`src/design/lgts_pkg.sv`:
```
// Package for the LDA topic sampler: codes, defaults, widths and shared types.
// Used by every module of the block; depends on nothing.
package lgts_pkg;

  localparam int MAX_TOPICS_DEF  = 128;
  localparam int COUNT_BITS_DEF  = 24;
  localparam int WEIGHT_W        = 64;
  localparam int BASE_W          = 56;
  localparam int VOCAB_W         = 24;
  localparam int DRAW_W          = 32;
  localparam int FRAC_W          = 16;
  localparam int TOPIC_W         = 7;
  localparam int CFG_W           = 32;

  localparam logic [31:0] ALPHA_RST = 32'd655;
  localparam logic [31:0] BETA_RST  = 32'd65536;
  localparam logic [23:0] VOCAB_RST = 24'd0;
  localparam logic [7:0]  TIU_RST   = 8'd100;

  typedef enum logic [1:0] {
    ACT_LOAD_DOC  = 2'd0,
    ACT_LOAD_WORD = 2'd1,
    ACT_LOAD_GLB  = 2'd2,
    ACT_RESAMPLE  = 2'd3
  } action_e;

  typedef enum logic [1:0] {
    REG_ALPHA = 2'd0,
    REG_BETA  = 2'd1,
    REG_VOCAB = 2'd2,
    REG_TIU   = 2'd3
  } reg_idx_e;

  typedef enum logic {
    ALU_MUL = 1'b0,
    ALU_DIV = 1'b1
  } alu_op_e;

  typedef struct packed {
    logic    start;
    alu_op_e op;
  } alu_ctl_t;

  typedef enum logic [3:0] {
    ST_IDLE,
    ST_REM_RD,
    ST_REM_WR,
    ST_BASE,
    ST_BASE_W,
    ST_T_RD,
    ST_T_MUL,
    ST_T_MUL_W,
    ST_T_DIV_W,
    ST_THR,
    ST_THR_W,
    ST_S_RD,
    ST_S_CHK,
    ST_ADD_RD,
    ST_ADD_WR,
    ST_OUT
  } state_e;

endpackage

```
`src/design/lgts_alu.sv`:
```
// Shared iterative unit: shift-add multiply and restoring divide, one bit a cycle.
// Uses lgts_pkg for the operation codes and control struct.
module lgts_alu import lgts_pkg::*; #(
  parameter int PW  = 103,
  parameter int MW  = 40,
  parameter int DW  = 57,
  parameter int CTW = 7
) (
  input  logic           clk_i,
  input  logic           rst_ni,
  input  alu_ctl_t       ctl_i,
  input  logic [PW-1:0]  opa_i,
  input  logic [MW-1:0]  opb_i,
  input  logic [DW-1:0]  divisor_i,
  input  logic [CTW-1:0] nbits_i,
  output logic           done_o,
  output logic [PW-1:0]  result_o
);

  logic                  busy_q;
  alu_op_e               op_q;
  logic [CTW-1:0]        cnt_q;
  logic [PW-1:0]         acc_q;
  logic [PW-1:0]         a_q;
  logic [MW-1:0]         b_q;
  logic [DW-1:0]         dv_q;
  logic [PW-WEIGHT_W-1:0] hi;
  logic                  sat;
  logic [DW:0]           sh;
  logic [DW:0]           diff;
  logic                  ge;

  always_comb begin
    hi   = opa_i[PW-1:WEIGHT_W];
    sat  = PW'(hi) >= PW'(divisor_i);
    sh   = {acc_q[DW-1:0], a_q[WEIGHT_W-1]};
    ge   = sh >= {1'b0, dv_q};
    diff = sh - {1'b0, dv_q};
  end

  always_ff @(posedge clk_i or negedge rst_ni) begin
    if (!rst_ni) begin
      busy_q <= 1'b0;
      op_q   <= ALU_MUL;
      cnt_q  <= '0;
    end else if (ctl_i.start) begin
      busy_q <= 1'b1;
      op_q   <= ctl_i.op;
      if (ctl_i.op == ALU_MUL) begin
        cnt_q <= nbits_i;
      end else if (sat) begin
        cnt_q <= '0;
      end else begin
        cnt_q <= CTW'(WEIGHT_W);
      end
    end else if (busy_q) begin
      if (cnt_q == '0) begin
        busy_q <= 1'b0;
      end else begin
        cnt_q <= cnt_q - 1'b1;
      end
    end
  end

  always_ff @(posedge clk_i) begin
    if (ctl_i.start) begin
      dv_q <= divisor_i;
      b_q  <= opb_i;
      if (ctl_i.op == ALU_MUL) begin
        acc_q <= '0;
        a_q   <= opa_i;
      end else if (sat) begin
        // quotient would overflow: saturate
        a_q <= '1;
      end else begin
        acc_q <= PW'(hi);
        a_q   <= opa_i;
      end
    end else if (busy_q && cnt_q != '0) begin
      if (op_q == ALU_MUL) begin
        if (b_q[0]) begin
          acc_q <= acc_q + a_q;
        end
        a_q <= {a_q[PW-2:0], 1'b0};
        b_q <= {1'b0, b_q[MW-1:1]};
      end else begin
        acc_q <= PW'(ge ? diff[DW-1:0] : sh[DW-1:0]);
        a_q   <= {a_q[PW-2:0], ge};
      end
    end
  end

  assign done_o   = busy_q && (cnt_q == '0);
  assign result_o = (op_q == ALU_MUL) ? acc_q : PW'(a_q[WEIGHT_W-1:0]);

  a_start_when_free: assert property (@(posedge clk_i) disable iff (!rst_ni)
    ctl_i.start |-> (!busy_q || done_o))
    else $error("unit restarted while busy");

  a_rem_below_div: assert property (@(posedge clk_i) disable iff (!rst_ni)
    busy_q && op_q == ALU_DIV && cnt_q != '0 |-> acc_q[DW-1:0] < dv_q)
    else $error("partial remainder not below divisor");

  a_done_frees: assert property (@(posedge clk_i) disable iff (!rst_ni)
    done_o && !ctl_i.start |=> !busy_q)
    else $error("unit stays busy after done");

endmodule

```
`config.mk`:
```
export PLATFORM = sky130hd
export DESIGN_NAME = lgts_alu
export DESIGN_NICKNAME = d
export VERILOG_FILES = /design/src/design/lgts_pkg.sv /design/src/design/lgts_alu.sv
export SDC_FILE = /design/constraint.sdc
export NUM_CORES = 1
export LEC_CHECK = 0
export BUFFER_PORTS_ARGS = -buffer_cell sky130_fd_sc_hd__buf_2
export CORE_MARGIN = 10
export CORE_UTILIZATION = 30
export DETAILED_ROUTE_END_ITERATION = 7
export GPL_ROUTABILITY_DRIVEN = 1
export PLACE_DENSITY = 0.5
export SLEW_MARGIN = 15
export SYNTH_ARGS = -nofsm -noshare
export SYNTH_HDL_FRONTEND = slang
export SYNTH_SLANG_ARGS = --single-unit
```
`constraint.sdc`:
```
create_clock -name clk_i -period 7.23 [get_ports clk_i]
set_input_delay 1.446 -clock clk_i [delete_from_list [all_inputs] [get_ports clk_i]]
set_output_delay 1.446 -clock clk_i [all_outputs]
set_load 0.02 [all_outputs]
```
==> metrics.yaml <==
worst_setup_path:
  worst_path_largest_cell_delay_ns: 1.09
  cp_data_arrival_time_ns: 5.85
  critical_path.startpoint_type: "input pin"
  critPathTopFamily: "compound AO/OA/AOI/OAI gates"
  path_cells: "buf_2, ha_1, nor2b_1, o21a_1, o21a_1, o21a_1, o21a_1, o21ai_0, a2111oi_1, o2111ai_1, nand4_1, nand3_4, o211a_4, buf_4"
  worstSetupEndpointType: "register"
  critical_path.most_common_cell: "o21a_1"
  critical_path.n_buffers_inverters: 2
  critical_path_class: "in2reg"
  timing.critical_path.fanout_max: 49
  cpMaxStageDelayCell: "a2111oi_1"
  critical_path_required_ns: 7.54
clock_tree:
  cts.reportedPaths.clkPinSlew_ns: 0.06
  cts-buffers-inserted: 40
  postcts_setup_bufs: 0
  clock_sinks: 312
  cts.hold.buffers_added: 0
  clk-insertion-delay-late_ns: 0.60
  count_of_instances_resized_after_the_clock_tree_is_built: 0
  cts.path.max_buffers: 3
  cts_max_level: 2
  clockRootBuffer: "clkbuf_16"
  cts_tree: "done"
run:
  timing.max_cap.violations: 0
floorplanning:
  row_cnt: 106
  initial_core_utilization_pct: 30.3
  die_y_um: 311
  pin_count: 315
  die_w_um: 311
  core_area_sq_um: 83800
  floorplan.die_area_sq_um: 96800
sta:
  clock-skew-final_ns: 0.0358
  setup-tns-final_ns: 0
  timing_worst_slew_pin_value_ns: 1.19
  final-setup-viol-count: 0
  part_of_the_cycle_the_worst_path_needs_pct: 76.7
  period_minus_slack_ns: 5.54
  timing.max_slew.rel_slack_pct: 20.6
  timing.final.max_slew_violations: 0
  fin_worst_hold_slack_ns: 0.546
  report.final.hold_viol_count: 0
  rsz0062_at_grt: "false"
  max_freq_mhz: 180
placed_design:
  numPlacedInstances: 4068
  globalplace.congestion: 0.892
  portBuffers: 314
  dp_hpwl_mm: 79.3
final_layout:
  final_net_count: 3389
  post_layout_nonfiller_instances: 4143
  layout-area-overhead-vs-synth_pct: 15.4
  post_route_cells_drive_above_1_share_pct: 18.3
drt:
  routed-via-count: 22251
  routed_len_inst_um: 24.3
  finalWirelength_mm: 101
  firstDrtPassIters: 7
  detailedRoute.firstIterationViolations: 1709
  drt_drc_violations_left: 0
  route.detailed.vias_per_inst: 5.37
  drt.antenna.violating_nets: 0
power:
  power.density_cell_area_nw_per_um2: 439
  vdd_ir_drop_max_uv: 180
  power.static_leakage_nw: 12.8
yosys:
  ys_seq_area_share_pct: 36.7
  netlist_top_cells_count: "edfxtp_1, nand2_1, a21oi_1, nor2_1, ha_1"
  synthMostInstantiatedCell: "edfxtp_1"
  ys_seq_elements: 312
  synth_cells: 2749
  asyncSetResetFlopFracSynth_pct: 2.88
  syn_avg_cell_area_sq_um: 9.25
  yosys_warnings: 0
  synth_edf_count: 303
  yosysTopAreaCellShare_pct: 35.8
  synth.lib_cells_used.distinct: 97
  mappedNetlistArea_sq_um: 25400
  synth.net_count: 3162
  synth_top_area_cell: "edfxtp_1"
  synth-main-ff-cell: "edfxtp_1"
  top_post_synthesis_cells_by_area: "edfxtp_1, ha_1, a21oi_1, mux2_2, mux2i_1"
global_routing:
  grt_antenna_before_repair: 22
  grt_overflow: 0
  grtUsageTotal_pct: 19.9
  grt_start_max_net_pins: 83
  grt_pass1_wl_mm: 147
  number_of_global_route_vias_before_repair: 22158
min_path:
  worst_hold_path_class: "reg2reg"
run_status:
  status: "completed"
==> sequential cells by signal (all words and copies together) (netlist names) <==
| register | cells |
|---|---|
| a_q | 103 |
| acc_q | 103 |
| dv_q | 57 |
| b_q | 40 |
| cnt_q | 7 |
| busy_q | 1 |
| op_q | 1 |
==> worst paths after layout <==
check                      cells past startpoint                      end  slack, ns          startpoint
max                                           14  acc_q[92]$_SDFFCE_PP0P_       1.69           opa_i[65]
min                                            1        b_q[35]$_DFFE_PP_       0.55   b_q[36]$_DFFE_PP_
max reg2reg                                   14  acc_q[94]$_SDFFCE_PP0P_       2.05  acc_q[0]$_DFFE_PP_
min reg2reg                                    1        b_q[35]$_DFFE_PP_       0.55   b_q[36]$_DFFE_PP_
max in group asynchronous                      1         op_q$_DFFE_PN0P_       6.28              rst_ni
min in group asynchronous                      1         op_q$_DFFE_PN0P_       0.71              rst_ni
==> cells by family (layout without fill, tap and decap cells) <==
logic type,Yosys count,in the layout,share of synthesized area [%]
flip-flops,312,312,36.7
adder cells (fa/ha/maj),202,202,10.0
AND/OR/NAND/NOR,811,811,15.2
other,0,4,0
multiplexers,217,217,9.06
buffers and inverters,294,550,4.61
AO/OA/AOI/OAI,769,769,19.5
XOR/XNOR,144,144,4.96
==> cell usage in the layout (no fill, tap or decap), types with 13 or more instances in the layout <==
master / netlist / routed
a31oi_1: 20 / 20
o211ai_1: 27 / 27
inv_1: 145 / 144
xor2_1: 55 / 55
edfxtp_1: 303 / 303
nand2b_1: 23 / 22
mux2_2: 105 / 105
nand4_1: 84 / 84
nor3_1: 35 / 35
a21oi_1: 256 / 256
a211oi_1: 30 / 30
nand3_1: 29 / 28
nand2_1: 268 / 268
and3_1: 13 / 13
a21o_1: 87 / 87
o21ai_1: 17 / 17
xnor2_1: 89 / 89
nor2_1: 218 / 216
mux2i_1: 111 / 111
a22oi_1: 18 / 18
clkbuf_16: 0 / 40
o21a_1: 27 / 27
nor2b_1: 66 / 66
o21bai_1: 36 / 36
buf_4: 7 / 17
ha_1: 200 / 200
o21ai_0: 133 / 133
buf_2: 20 / 313
nor4_1: 15 / 15
==> final cells by class <==
cell class / count / area (sq um)
Timing Repair Buffer: 333 / 1750
Antenna cell: 4 / 10.0
Clock buffer: 48 / 1040
Clock inverter: 23 / 259
Sequential cell: 312 / 9330
Fill cell: 8924 / 54500
Multi-Input combinational cell: 2143 / 15000
Inverter: 146 / 551
Tap cell: 1134 / 1420
==> through the flow <==
stage	power [mW]	util (%)	setup WS (ns)	area [sq um]
after floorplan	8.50	-	0.330	25400
after global placement	10.8	33.4	1.03	28000
after detailed placement	10.8	33.4	1.22	28000
after CTS	12.9	35.0	1.80	29300
after global routing	13.8	35.0	1.61	29300
final	12.9	35.0	1.69	29300
==> per-layer routing <==
| layer | vias up | GRT usage [%] | part of all wire, % |
|---|---|---|---|
| met5 | - | 0 | 0.16 |
| met1 | 10743 | 26.7 | 45 |
| met2 | 692 | 31.4 | 45 |
| met3 | 170 | 4.36 | 6.6 |
| li1 | 10616 | - | - |
| met4 | 30 | 5.99 | 3.2 |
==> report_power, final <==
group / leakage (nW) / total [mW] / internal (mW) / switching [mW]
combinational: 8.83 / 7.63 / 2.88 / 4.75
sequential: 3.30 / 3.21 / 2.66 / 0.555
clock: 0.627 / 2.05 / 1.18 / 0.871
total: 12.8 / 12.9 / 6.72 / 6.18
==> worst register-to-register path: cells and delay by family (launching register included) <==
family,cells,cell delay (ns)
compound gates,8,3.32
fa+ha+maj,2,0.67
flops,1,0.43
simple gates,2,0.25
xor+xnor,1,0.17
buf+inv,1,0.07
(Power assumes the default switching activity.)
